$ cat src/hw/rtl/heb_pkg.sv
// Shared types, field layout and ring map for the hit event builder.
`timescale 1ns / 1ps

package heb_pkg;

    // Field widths
    localparam int STAMP_W  = 61;
    localparam int BOARD_W  = 8;
    localparam int COUNT_W  = 16;
    localparam int CHAN_W   = 8;
    localparam int KIND_W   = 8;
    localparam int FINE_W   = 32;
    localparam int TOT_W    = 16;
    localparam int ABS_W    = 62;
    localparam int EVENT_W  = 32;
    localparam int RING_W   = 6;
    localparam int WINDOW_W = 32;

    // Input tdata layout, lowest bit up
    localparam int IN_STAMP_LO = 0;
    localparam int IN_BOARD_LO = IN_STAMP_LO + STAMP_W;
    localparam int IN_COUNT_LO = IN_BOARD_LO + BOARD_W;
    localparam int IN_CHAN_LO  = IN_COUNT_LO + COUNT_W;
    localparam int IN_KIND_LO  = IN_CHAN_LO + CHAN_W;
    localparam int IN_FINE_LO  = IN_KIND_LO + KIND_W;
    localparam int IN_TOT_LO   = IN_FINE_LO + FINE_W;
    localparam int IN_USED_W   = IN_TOT_LO + TOT_W;
    localparam int IN_DATA_W   = ((IN_USED_W + 7) / 8) * 8;

    // Output tdata layout, lowest bit up
    localparam int OUT_ABS_LO   = 0;
    localparam int OUT_EVENT_LO = OUT_ABS_LO + ABS_W;
    localparam int OUT_RING_LO  = OUT_EVENT_LO + EVENT_W;
    localparam int OUT_BOARD_LO = OUT_RING_LO + RING_W;
    localparam int OUT_CHAN_LO  = OUT_BOARD_LO + BOARD_W;
    localparam int OUT_COUNT_LO = OUT_CHAN_LO + CHAN_W;
    localparam int OUT_KIND_LO  = OUT_COUNT_LO + COUNT_W;
    localparam int OUT_FINE_LO  = OUT_KIND_LO + KIND_W;
    localparam int OUT_TOT_LO   = OUT_FINE_LO + FINE_W;
    localparam int OUT_STAMP_LO = OUT_TOT_LO + TOT_W;
    localparam int OUT_USED_W   = OUT_STAMP_LO + STAMP_W;
    localparam int OUT_DATA_W   = ((OUT_USED_W + 7) / 8) * 8;

    // Defaults
    localparam int QUEUE_DEPTH = 4;
    localparam logic [WINDOW_W-1:0] WINDOW_RESET = WINDOW_W'(200);
    localparam logic [EVENT_W-1:0]  EVENT_FIRST  = EVENT_W'(1);
    localparam logic [EVENT_W-1:0]  EVENT_MAX    = '1;
    localparam logic signed [RING_W-1:0] RING_NONE = '1;

    // Ring per board and channel group; zero marks an unmapped group
    localparam logic [4:0] RING_MAP [4][8] = '{
        '{5'd0,  5'd0,  5'd0,  5'd0,  5'd15, 5'd1,  5'd16, 5'd2},
        '{5'd17, 5'd3,  5'd18, 5'd4,  5'd19, 5'd5,  5'd20, 5'd6},
        '{5'd21, 5'd7,  5'd22, 5'd8,  5'd23, 5'd9,  5'd24, 5'd10},
        '{5'd25, 5'd11, 5'd26, 5'd12, 5'd27, 5'd13, 5'd28, 5'd14}
    };

    // Classified hit handed from front to back
    typedef struct packed {
        logic [ABS_W-1:0]          abs_time;
        logic signed [RING_W-1:0]  ring;
        logic [BOARD_W-1:0]        board;
        logic [CHAN_W-1:0]         chan;
        logic [COUNT_W-1:0]        count;
        logic [KIND_W-1:0]         kind;
        logic [FINE_W-1:0]         fine;
        logic [TOT_W-1:0]          tot;
        logic [STAMP_W-1:0]        stamp;
    } hit_item_t;

    // Map board and channel to a ring, -1 when unmapped
    function automatic logic signed [RING_W-1:0] ring_of(
        input logic [BOARD_W-1:0] board,
        input logic [CHAN_W-1:0]  chan
    );
        logic [4:0] r;
        r = RING_MAP[board[1:0]][chan[5:3]];
        if (board > BOARD_W'(3) || chan > CHAN_W'(63) || r == 5'd0)
        begin
            return RING_NONE;
        end
        return $signed({1'b0, r});
    endfunction

endpackage

$ cat src/hw/rtl/heb_front.sv
// Front end: accepts hits, forms absolute time and ring, feeds the queue.
`timescale 1ns / 1ps

module heb_front (
    input  logic                          clk,
    input  logic                          rst_n,
    input  logic                          s_tvalid,
    output logic                          s_tready,
    // block_time, board_number, hit_count, channel_number, kind_code,
    // arrival_fine, over_threshold, zero fill
    input  logic [heb_pkg::IN_DATA_W-1:0] s_tdata,
    output logic                          push,
    output heb_pkg::hit_item_t            push_item,
    input  logic                          queue_full
);
    import heb_pkg::*;

    logic      valid_reg;
    logic      valid_next;
    hit_item_t item_reg;
    hit_item_t item_next;
    logic      accept;

    // Unpack the item and classify it
    always_comb
    begin
        item_next.stamp    = s_tdata[IN_STAMP_LO +: STAMP_W];
        item_next.board    = s_tdata[IN_BOARD_LO +: BOARD_W];
        item_next.count    = s_tdata[IN_COUNT_LO +: COUNT_W];
        item_next.chan     = s_tdata[IN_CHAN_LO +: CHAN_W];
        item_next.kind     = s_tdata[IN_KIND_LO +: KIND_W];
        item_next.fine     = s_tdata[IN_FINE_LO +: FINE_W];
        item_next.tot      = s_tdata[IN_TOT_LO +: TOT_W];
        item_next.abs_time = ABS_W'(item_next.stamp) + ABS_W'(item_next.fine);
        item_next.ring     = ring_of(item_next.board, item_next.chan);
    end

    // Hand over to the queue whenever it has room
    assign push      = valid_reg && !queue_full;
    assign push_item = item_reg;
    assign s_tready  = !valid_reg || !queue_full;
    assign accept    = s_tvalid && s_tready;

    always_comb
    begin
        valid_next = valid_reg;
        if (accept)
        begin
            valid_next = 1'b1;
        end
        else if (push)
        begin
            valid_next = 1'b0;
        end
    end

    always_ff @(posedge clk or negedge rst_n)
    begin
        if (!rst_n)
        begin
            valid_reg <= 1'b0;
        end
        else
        begin
            valid_reg <= valid_next;
        end
    end

    // Payload needs no reset
    always_ff @(posedge clk)
    begin
        if (accept)
        begin
            item_reg <= item_next;
        end
    end

endmodule

$ cat src/hw/rtl/heb_queue.sv
// Short queue that decouples the front end from the event stage.
`timescale 1ns / 1ps

module heb_queue #(
    parameter int DEPTH = heb_pkg::QUEUE_DEPTH
) (
    input  logic               clk,
    input  logic               rst_n,
    input  logic               push,
    input  heb_pkg::hit_item_t push_item,
    output logic               full,
    input  logic               pop,
    output logic               head_valid,
    output heb_pkg::hit_item_t head_item
);
    import heb_pkg::*;

    localparam int PTR_W = (DEPTH > 1) ? $clog2(DEPTH) : 1;
    localparam int CNT_W = $clog2(DEPTH + 1);
    localparam logic [PTR_W-1:0] PTR_LAST = PTR_W'(DEPTH - 1);

    hit_item_t        slot_reg [DEPTH];
    logic [PTR_W-1:0] wr_ptr_reg;
    logic [PTR_W-1:0] wr_ptr_next;
    logic [PTR_W-1:0] rd_ptr_reg;
    logic [PTR_W-1:0] rd_ptr_next;
    logic [CNT_W-1:0] count_reg;
    logic [CNT_W-1:0] count_next;

    assign full       = (count_reg == CNT_W'(DEPTH));
    assign head_valid = (count_reg != '0);
    assign head_item  = slot_reg[rd_ptr_reg];

    // Advance pointers with wrap at the last slot
    always_comb
    begin
        wr_ptr_next = wr_ptr_reg;
        rd_ptr_next = rd_ptr_reg;
        if (push)
        begin
            wr_ptr_next = (wr_ptr_reg == PTR_LAST) ? '0 : wr_ptr_reg + 1'b1;
        end
        if (pop)
        begin
            rd_ptr_next = (rd_ptr_reg == PTR_LAST) ? '0 : rd_ptr_reg + 1'b1;
        end
        case ({push, pop})
            2'b10:   count_next = count_reg + 1'b1;
            2'b01:   count_next = count_reg - 1'b1;
            default: count_next = count_reg;
        endcase
    end

    always_ff @(posedge clk or negedge rst_n)
    begin
        if (!rst_n)
        begin
            wr_ptr_reg <= '0;
            rd_ptr_reg <= '0;
            count_reg  <= '0;
        end
        else
        begin
            wr_ptr_reg <= wr_ptr_next;
            rd_ptr_reg <= rd_ptr_next;
            count_reg  <= count_next;
        end
    end

    // Store the pushed item
    always_ff @(posedge clk)
    begin
        if (push)
        begin
            slot_reg[wr_ptr_reg] <= push_item;
        end
    end

    assert property (@(posedge clk) disable iff (!rst_n)
        count_reg <= CNT_W'(DEPTH))
        else $error("queue fill count beyond depth");

endmodule

$ cat src/hw/rtl/heb_back.sv
// Back end: groups hits into events and holds the result for the receiver.
`timescale 1ns / 1ps

module heb_back (
    input  logic                           clk,
    input  logic                           rst_n,
    input  logic                           cfg_we,
    input  logic [heb_pkg::WINDOW_W-1:0]   cfg_wdata,
    input  logic                           head_valid,
    input  heb_pkg::hit_item_t             head_item,
    output logic                           pop,
    output logic                           m_tvalid,
    input  logic                           m_tready,
    // abs_time, event_number, ring_number, board_out, channel_out,
    // count_out, kind_out, fine_out, tot_out, stamp_out, zero fill
    output logic [heb_pkg::OUT_DATA_W-1:0] m_tdata
);
    import heb_pkg::*;

    logic [WINDOW_W-1:0] window_reg;
    logic                open_reg;
    logic [ABS_W-1:0]    start_reg;
    logic [ABS_W-1:0]    start_next;
    logic [EVENT_W-1:0]  counter_reg;
    logic [EVENT_W-1:0]  counter_next;
    logic                out_valid_reg;
    logic                out_valid_next;
    hit_item_t           out_item_reg;
    logic [EVENT_W-1:0]  out_event_reg;
    logic [ABS_W:0]      limit;
    logic                new_event;

    // Take the next item when the output register is free or drained
    assign pop = head_valid && (!out_valid_reg || m_tready);

    // Window test in one extra bit so the limit never wraps
    assign limit     = {1'b0, start_reg} + (ABS_W + 1)'(window_reg);
    assign new_event = ({1'b0, head_item.abs_time} > limit);

    always_comb
    begin
        start_next   = start_reg;
        counter_next = counter_reg;
        if (!open_reg)
        begin
            start_next   = head_item.abs_time;
            counter_next = EVENT_FIRST;
        end
        else if (new_event)
        begin
            start_next = head_item.abs_time;
            if (counter_reg != EVENT_MAX)
            begin
                counter_next = counter_reg + 1'b1;
            end
        end
    end

    always_comb
    begin
        out_valid_next = out_valid_reg;
        if (pop)
        begin
            out_valid_next = 1'b1;
        end
        else if (m_tready)
        begin
            out_valid_next = 1'b0;
        end
    end

    always_ff @(posedge clk or negedge rst_n)
    begin
        if (!rst_n)
        begin
            window_reg    <= WINDOW_RESET;
            open_reg      <= 1'b0;
            start_reg     <= '0;
            counter_reg   <= EVENT_FIRST;
            out_valid_reg <= 1'b0;
        end
        else
        begin
            if (cfg_we)
            begin
                window_reg <= cfg_wdata;
            end
            if (pop)
            begin
                open_reg    <= 1'b1;
                start_reg   <= start_next;
                counter_reg <= counter_next;
            end
            out_valid_reg <= out_valid_next;
        end
    end

    // Load the result payload
    always_ff @(posedge clk)
    begin
        if (pop)
        begin
            out_item_reg  <= head_item;
            out_event_reg <= counter_next;
        end
    end

    // Pack the result item
    always_comb
    begin
        m_tdata = '0;
        m_tdata[OUT_ABS_LO +: ABS_W]     = out_item_reg.abs_time;
        m_tdata[OUT_EVENT_LO +: EVENT_W] = out_event_reg;
        m_tdata[OUT_RING_LO +: RING_W]   = out_item_reg.ring;
        m_tdata[OUT_BOARD_LO +: BOARD_W] = out_item_reg.board;
        m_tdata[OUT_CHAN_LO +: CHAN_W]   = out_item_reg.chan;
        m_tdata[OUT_COUNT_LO +: COUNT_W] = out_item_reg.count;
        m_tdata[OUT_KIND_LO +: KIND_W]   = out_item_reg.kind;
        m_tdata[OUT_FINE_LO +: FINE_W]   = out_item_reg.fine;
        m_tdata[OUT_TOT_LO +: TOT_W]     = out_item_reg.tot;
        m_tdata[OUT_STAMP_LO +: STAMP_W] = out_item_reg.stamp;
    end

    assign m_tvalid = out_valid_reg;

    assert property (@(posedge clk) disable iff (!rst_n)
        counter_reg != '0)
        else $error("event counter reached zero");

    assert property (@(posedge clk) disable iff (!rst_n)
        pop |=> (counter_reg == $past(counter_reg)
              || counter_reg == $past(counter_reg) + 1'b1
              || counter_reg == EVENT_FIRST))
        else $error("event counter jumped");

    assert property (@(posedge clk) disable iff (!rst_n)
        pop |=> (m_tvalid && open_reg && out_event_reg == counter_reg))
        else $error("result not loaded with current event");

endmodule

$ cat src/hw/rtl/hit_event_builder.sv
// Top level of the hit event builder: front end, queue and event stage.
`timescale 1ns / 1ps

// Usage:
// Hits enter on the s_ channel in time order, one per accepted item, and
// leave on the m_ channel with absolute time, ring number and event number
// added; every input item gives exactly one output item, in order.
// cfg_we / cfg_wdata load the grouping window in 0.5 ns units (200 after
// reset); write it only while no item is in flight.
// Data path: the front register (add and ring lookup) loads at the input
// accept edge, the item then passes through the queue, and the output
// register (window compare and event count) loads from the queue head
// and raises m_tvalid.
// Throughput is one item per cycle while m_tready stays high; the event
// start and count update with each pop, so items follow without gaps.
// Reset clears all valids, the queue and the event state; the next hit
// after reset opens event 1.
// When the receiver stalls, the output register holds its item and the
// queue absorbs up to QUEUE_DEPTH more plus one in the front register,
// after which s_tready drops.
module hit_event_builder #(
    parameter int QUEUE_DEPTH = heb_pkg::QUEUE_DEPTH
) (
    input  logic                           clk,
    input  logic                           rst_n,
    input  logic                           cfg_we,
    input  logic [heb_pkg::WINDOW_W-1:0]   cfg_wdata,
    input  logic                           s_tvalid,
    output logic                           s_tready,
    // block_time, board_number, hit_count, channel_number, kind_code,
    // arrival_fine, over_threshold, zero fill
    input  logic [heb_pkg::IN_DATA_W-1:0]  s_tdata,
    output logic                           m_tvalid,
    input  logic                           m_tready,
    // abs_time, event_number, ring_number, board_out, channel_out,
    // count_out, kind_out, fine_out, tot_out, stamp_out, zero fill
    output logic [heb_pkg::OUT_DATA_W-1:0] m_tdata
);
    import heb_pkg::*;

    logic      push;
    hit_item_t push_item;
    logic      queue_full;
    logic      pop;
    logic      head_valid;
    hit_item_t head_item;

    heb_front u_front (
        .clk        (clk),
        .rst_n      (rst_n),
        .s_tvalid   (s_tvalid),
        .s_tready   (s_tready),
        .s_tdata    (s_tdata),
        .push       (push),
        .push_item  (push_item),
        .queue_full (queue_full)
    );

    heb_queue #(
        .DEPTH (QUEUE_DEPTH)
    ) u_queue (
        .clk        (clk),
        .rst_n      (rst_n),
        .push       (push),
        .push_item  (push_item),
        .full       (queue_full),
        .pop        (pop),
        .head_valid (head_valid),
        .head_item  (head_item)
    );

    heb_back u_back (
        .clk        (clk),
        .rst_n      (rst_n),
        .cfg_we     (cfg_we),
        .cfg_wdata  (cfg_wdata),
        .head_valid (head_valid),
        .head_item  (head_item),
        .pop        (pop),
        .m_tvalid   (m_tvalid),
        .m_tready   (m_tready),
        .m_tdata    (m_tdata)
    );

endmodule
$ cat config.mk
export PLATFORM = sky130hd
export DESIGN_NAME = hit_event_builder
export DESIGN_NICKNAME = d
export VERILOG_FILES = /design/src/hw/rtl/heb_pkg.sv /design/src/hw/rtl/heb_front.sv /design/src/hw/rtl/heb_queue.sv /design/src/hw/rtl/heb_back.sv /design/src/hw/rtl/hit_event_builder.sv
export SDC_FILE = /design/constraint.sdc
export NUM_CORES = 1
export LEC_CHECK = 0
export ABC_CLOCK_PERIOD_IN_PS = 22200
export BUFFER_PORTS_ARGS = -buffer_cell sky130_fd_sc_hd__buf_2
export CAP_MARGIN = 40
export CELL_PAD_IN_SITES_DETAIL_PLACEMENT = 2
export CELL_PAD_IN_SITES_GLOBAL_PLACEMENT = 2
export CORE_ASPECT_RATIO = 0.7
export CORE_MARGIN = 1
export CORE_UTILIZATION = 43
export CTS_BUF_LIST = sky130_fd_sc_hd__clkbuf_8 sky130_fd_sc_hd__clkbuf_16
export CTS_CLUSTER_DIAMETER = 30
export DETAILED_ROUTE_END_ITERATION = 8
export GPL_TIMING_DRIVEN = 0
export PLACE_DENSITY_LB_ADDON = 0.05
export SYNTH_ARGS = -nofsm -noshare
export SYNTH_HDL_FRONTEND = slang
export SYNTH_SLANG_ARGS = --single-unit
$ cat constraint.sdc
create_clock -name clk -period 22.2 [get_ports clk]
set_input_delay 0 -clock clk [delete_from_list [all_inputs] [get_ports clk]]
set_output_delay 0 -clock clk [all_outputs]
set_load 0.02 [all_outputs]
==> Word level (Yosys, flattened, before mapping) <==
Memory sizes are Yosys's and may differ from the RTL's.
Cells that the tools add are included.
{ "classes": {"eq_ne": 7, "reduce_logical": 16, "magnitude_cmp": 5, "addsub": 7, "bitwise_logic": 2, "n_mux": 23} }
{ "ops": {"columns": ["cell", "n"], "rows": [
  ["$mux W62", 2],
  ["$mux W32", 3],
  ["$bmux W40 S2", 1],
  ["$mux W40", 2],
  ["$add A62 B32 Y63", 1],
  ["$gt A62 B63 Y1", 1],
  ["$add A61 B32 Y62", 1],
  ["$add A32 B1 Y32 const B", 1],
  ["$ne A32 B32 Y1 const B", 1],
  ["$bmux W5 S3", 1],
  ["$mux W5", 3],
  ["$gt A8 B2 Y1 const B", 1],
  ["$gt A8 B6 Y1 const B", 1],
  ["$mux W1", 7],
  ["$eq A2 B2 Y1 const B", 3],
  ["$mux W6", 1],
  ["$pmux W3 S2", 1],
  ["$reduce_bool A2 Y1", 3],
  ["$logic_not A5 Y1", 1],
  ["$add A2 B1 Y2 const B", 2],
  ["$ge A4 B4 Y1 const B", 1],
  ["$logic_or A1 B1 Y1", 4],
  ["$mux W2", 2],
  ["$not A3 Y4", 1],
  ["11 further kinds", 15]
]} }
{ "word_totals": {"mem_count": 1, "mem_bits_rw": 868, "reg_bits": 602} }
{ "mem_list": {"columns": ["memory", "words", "word_bits", "read_ports", "rd_clocked_by_memory_dff", "wr", "line", "text"], "rows": [
  ["u_queue.slot_reg", 4, 217, 1, 0, 1, "heb_queue.sv:22", "hit_item_t slot_reg [DEPTH];"]
]} }

==> Depth between registers and ports, before layout <==
{ "logic_depth": {"depth_word": 11, "ltp_mapped": 26} }

==> Modules after synthesis <==
From an unflattened synthesis, not the netlist that was laid out.
{ "hier_totals": {"cells_unflattened": 3110, "hier_area_um2": 58755.1} }
{ "modules_own_cells": {"columns": ["mod", "n_inst", "area_each_um2", "seq_area_each_um2", "cells_each"], "rows": [
  ["heb_queue", 1, 31950.6, 26240.2, 1169],
  ["heb_back", 1, 17556.8, 10685.2, 1311],
  ["heb_front", 1, 9247.6, 6541.3, 630]
]} }

==> Worst setup path before layout <==
OpenSTA, ideal clock, no wires.
{ "synth_path": {"kind": "flip-flop to flip-flop", "from": "register u_back.out_valid_reg, in the netlist u_back.m_tvalid", "to": "register u_queue.count_reg[2]", "stages_incl_launch_ff": 10, "path_buffers": 1, "path_slack_ns": 12.525, "arrival_ns": 9.596, "required_time_ns": 22.121, "setup_ns": 0.079, "cell_sequence": "dfrtp_1 > a21o_1 > clkinv_1 > clkbuf_1 > ha_1 > inv_1 > fa_1 > xor2_1 > nor2_1 > xor2_1"} }
{ "synth_between": {"elab_chain_len": 5, "word_cells_on_any_way": 7} }
{ "synth_rtl": {"columns": ["item", "line", "text"], "rows": [
  ["start: declaration", "heb_back.sv:26", "logic out_valid_reg;"],
  ["start signal: assignment", "heb_back.sv:94", "out_valid_reg <= out_valid_next;"],
  ["$logic_not A1 Y1 *", "heb_back.sv:34", "assign pop = head_valid && (!out_valid_reg || m_tready);"],
  ["$logic_or A1 B1 Y1 *", "heb_back.sv:34", null],
  ["$logic_and A1 B1 Y1 *", "heb_back.sv:34", null],
  ["via pop", "hit_event_builder.sv:44", "logic pop;"],
  ["$eq A2 B1 Y1 / $eq A2 B2 Y1 (equally long branches)", "heb_queue.sv:47", "case ({push, pop})"],
  ["$pmux W3 S2 / $reduce_bool A2 Y1 (equally long branches)", null, null],
  ["end signal: assignment", "heb_queue.sv:66", "count_reg <= count_next;"],
  ["end: declaration", "heb_queue.sv:27", "logic [CNT_W-1:0] count_reg;"]
]} }
Mark *: on every way through the listed nets, which the timed path passes. The rest lies on a longest branch.
A chain may end at the register's enable or synchronous reset.

==> Final worst setup path <==
{ "layout_path": {"from": "register u_back.start_reg[4]", "to": "register u_back.out_event_reg[5], data pin"} }
{ "layout_between": {"elab_chain_len": 4} }
{ "layout_rtl": {"columns": ["item", "line", "text"], "rows": [
  ["start: declaration", "heb_back.sv:22", "logic [ABS_W-1:0] start_reg;"],
  ["start signal: assignment", "heb_back.sv:91", "start_reg <= start_next;"],
  ["$add A62 B32 Y63", "heb_back.sv:37", "assign limit = {1'b0, start_reg} + (ABS_W + 1)'(window_reg);"],
  ["$gt A62 B63 Y1", "heb_back.sv:38", "assign new_event = ({1'b0, head_item.abs_time} > limit);"],
  ["$mux W32", "heb_back.sv:49", "else if (new_event)"],
  ["$mux W32", "heb_back.sv:44", "if (!open_reg)"],
  ["via u_back.counter_next[5]", "heb_back.sv:25", "logic [EVENT_W-1:0] counter_next;"],
  ["end signal: assignment", "heb_back.sv:104", "out_event_reg <= counter_next;"],
  ["end: declaration", "heb_back.sv:29", "logic [EVENT_W-1:0] out_event_reg;"]
]} }
The timed path passes the listed nets, and every way through them passes these cells.

==> summary.txt <==
Placed design
  – Post-DP HPWL: approximately 120000 um
  – IO buf count: 435
  – GP Congestion: 0.826

Synth
  – Top FF cell, synth: edfxtp_1
  – Asr flop ratio synth: 0.0925
  – Post-Syn Area: ~57000 sq um
  – Distinct cells, synth: between 80 and 90
  – Yosys reg bits: approximately 1500
  – Top cells by count, synth: 1334 x edfxtp_1, 217 x mux4_2, 136 x ha_1
  – Synth Instances: slightly below 3000
  – Number of synthesized flops with an enable pin: roughly 1300
  – Synthesized area per cell: between 15 and 20 sq um
  – Most numerous cell in the Yosys netlist: edfxtp_1
  – Area leader, netlist: edfxtp_1
  – Area share of the largest cell type after synthesis: 0.697
  – Post-synthesis sequential area ratio: 0.756
  – Synth area leaders: edfxtp_1 70%, mux4_2 8.5%, dfrtp_1 5.7%
  – Yosys warns: 0

Pwr
  – Pwr/cell area: between 150 and 200 nW/um^2
  – Internal power: around 8000 uW
  – Clk pwr share: 0.352
  – Switching portion of total power: 0.342
  – Total power: 12300 uW
  – Psw: between 4000 and 5000 uW
  – Peak VDD IR: around 0.083 mV
  – Sequential Power Share: 0.357
  – Combinational group share of total power: 0.291
  – Leak: roughly 0.028 uW

Die
  – Initial core utilization: 0.436
  – Die Y-Extent: 308 um
  – FP Rows: between 100 and 150
  – I/O pins: around 450
  – Die ar.: 135000 sq um
  – Die width: 439 um
  – Core area: 132000 sq um

Critical path
  – CP Data Required Time: 22.79 ns
  – CP Class: reg2reg
  – Critical Path Fanout Max: 10
  – Cell family with most CP delay: compound AO/OA/AOI/OAI gates
  – Slowest stage cell, crit path: o311ai_0
  – Setup crit end kind: flop
  – Critical path data arrival time: roughly 9.5 ns
  – CP max stage delay: between 0.6 and 0.7 ns
  – R2R setup slack: 13.32 ns
  – CP bufs+invs: 4
  – Worst setup SP type: flop

STA
  – Max Freq: ~0.11 GHz
  – Worst-margin pin slew: ~1 ns
  – Slew margin rel.: 0.324
  – Final setup fails: 0
  – Layout Skew: between 0.05 and 0.06 ns
  – TNS Setup: 0 ns
  – RSZ-0062 raised after global routing: false
  – Period minus WS final: between 8 and 9 ns
  – Max-slew violation count: 0
  – Endpoints failing hold: 0
  – Worst hold slack: slightly below 0.02 ns
  – Final Cycle Share: 0.400

Cells and area
  – Share of cells above drive strength 1: 0.287
  – Final nets: roughly 4500
  – Area growth, synth to finish: 32.7%
  – Largest register FFs: between 800 and 900

Outcome
  – Status: complete, no violations

Detailed routing
  – Post-DRT Antenna Nets: 0
  – DRT Wirelength: 210000 um
  – Vias: between 30000 and 40000
  – Detailed Routing Iterations Pass 1: 5
  – Wirelength per Cell: 34.3 um
  – Vias per cell: between 5 and 6
  – DR DRC count: 0
  – Initial DRC count: approximately 2900

Clock network
  – Post CTS Setup Buffer Count: 0
  – Post-cts sizing count: 0
  – Root Buffer: clkbuf_16
  – CTS H-tree depth: 5
  – TritonCTS clock tree: built
  – Number of CTS-inserted buffers: ~280
  – Max clock buf depth: 4
  – Clk_lat worst skew: 0.91 ns
  – Sinks on Clock Net: between 1000 and 1500
  – Worst-path clk slew: roughly 0.06 ns

Global route
  – Total gr overflow: 0
  – Initial antenna violation count: 14
  – Pin count of the biggest net entering global routing: 73
  – Number of global-route vias before repair: between 30000 and 40000
  – Global Route Usage Sum: 0.312
  – First-pass GRT wire length: around 300000 um

Job
  – Max Cap Viol: 0

Min path
  – Worst hold path class: in2reg
==> per-stage QoR <==
stage | util | area, sq um | worst slack [ns] | std cells
3_5_place_dp | 0.479 | 63100 | 13.44 | 5236
5_1_grt | 0.579 | 76300 | 13.08 | 6114
4_1_cts | 0.579 | 76300 | 13.34 | 6106
3_3_place_gp | 0.470 | 61900 | 5.71 | 5174
6_report | 0.579 | 76300 | 13.32 | 6117
2_1_floorplan | - | 57500 | 12.53 | 2988
==> power by group through the flow <==
stage | clock network, uW | registers, uW | logic (uW)
final | 4320 | 4370 | 3560
after global routing | 4460 | 4410 | 3760
after CTS | 4300 | 4350 | 3530
after detailed placement | 0 | 4370 | 3390
after global placement | 0 | 4560 | 3060
after floorplan | 0 | 4640 | 1700
==> cells in the final DEF, fill, tap and decap left out, types with 20 or more instances in the layout <==
cell type      count
dlygate4sd3_1    390
nor2_1            94
and3_1            28
dfrtp_1          132
buf_8             20
buf_2            442
clkinv_1          23
clkinvlp_4        32
buf_1             31
nand4_1           36
xnor2_1           92
clkinv_2          27
mux2_1            42
xor2_1            53
ha_1             136
o21ai_0           69
clkbuf_1          45
a21oi_1           93
a21o_1            38
edfxtp_1        1334
inv_1             82
mux4_2           217
mux2_2            49
nand3_1           52
nand2_1          103
bufinv_16         34
clkbuf_16        286
buf_16            27
==> per-layer routing <==
| layer | vias to the layer above | wire length, um | track usage |
|---|---|---|---|
| met3 | 398 | 9400 | 0.0492 |
| met4 | 6 | 7740 | 0.120 |
| li1 | 14442 | - | - |
| met5 | - | 37 | 0 |
| met1 | 18820 | 80000 | 0.373 |
| met2 | 1221 | 112000 | 0.566 |
==> final cells by class <==
cell class | instances | area (sq um)
Multi-Input combinational cell | 1369 | 13400
Antenna cell | 9 | 22.5
Tap cell | 1751 | 2190
Buffer | 99 | 459
Clock inverter | 184 | 1940
Inverter | 50 | 188
Timing Repair Buffer | 890 | 7330
Sequential cell | 1470 | 43500
Fill cell | 11118 | 55500
Clock buffer | 295 | 7280
==> worst reg2reg max path, stage by stage, from the launching register on <==
cell      delay [ns]
dfrtp_1         0.38
ha_1            0.41
nand3_1         0.10
o211ai_1        0.48
a311oi_1        0.33
a211oi_1        0.56
o21ai_0         0.37
a21oi_1         0.45
a21o_1          0.35
and2_1          0.34
buf_2           0.38
nand2_1         0.14
xor2_1          0.18
ha_1            0.31
nand4_1         0.38
nor4_1          0.48
clkbuf_2        0.23
and4_1          0.43
o41ai_1         0.22
buf_2           0.20
and4_4          0.17
a211oi_2        0.25
nand2_2         0.16
clkbuf_1        0.38
o311ai_0        0.69
o41ai_1         0.19
==> final timing paths <==
path | depth (start not counted) | startpoint | end
setup / recovery | 25 | u_back.start_reg[4] | u_back.out_event_reg[5]
hold reg to reg | 1 | u_back.start_reg[20] | u_back.start_reg[20]
setup reg to reg | 25 | u_back.start_reg[4] | u_back.out_event_reg[5]
max in group asynchronous | 4 | rst_n | u_back.start_reg[23]
min in group asynchronous | 3 | rst_n | u_back.counter_reg[0]
hold / removal | 3 | cfg_we | u_back.window_reg[28]
==> cell families (layout without fill, tap and decap cells) <==
family,count (synthesis),in the layout,share of synthesized area
DFF,1470,1470,0.756
and+or+nand+nor,436,436,0.0384
AOI/OAI and AO/OA,333,333,0.0387
muxes,309,309,0.103
buffers and inverters,149,1518,0.0112
xor gates and xnor gates,145,145,0.0221
adders and majority gates,139,139,0.0306
other,1,16,0.0000652
==> repair_timing <==
| action | CTS | global route |
|---|---|---|
| hold endpoints to repair | 420 | 0 |
| setup endpoints to repair | 0 | 0 |
| hold buffers | 391 | 0 |
No activity file was read; power rests on OpenSTA's default activity.
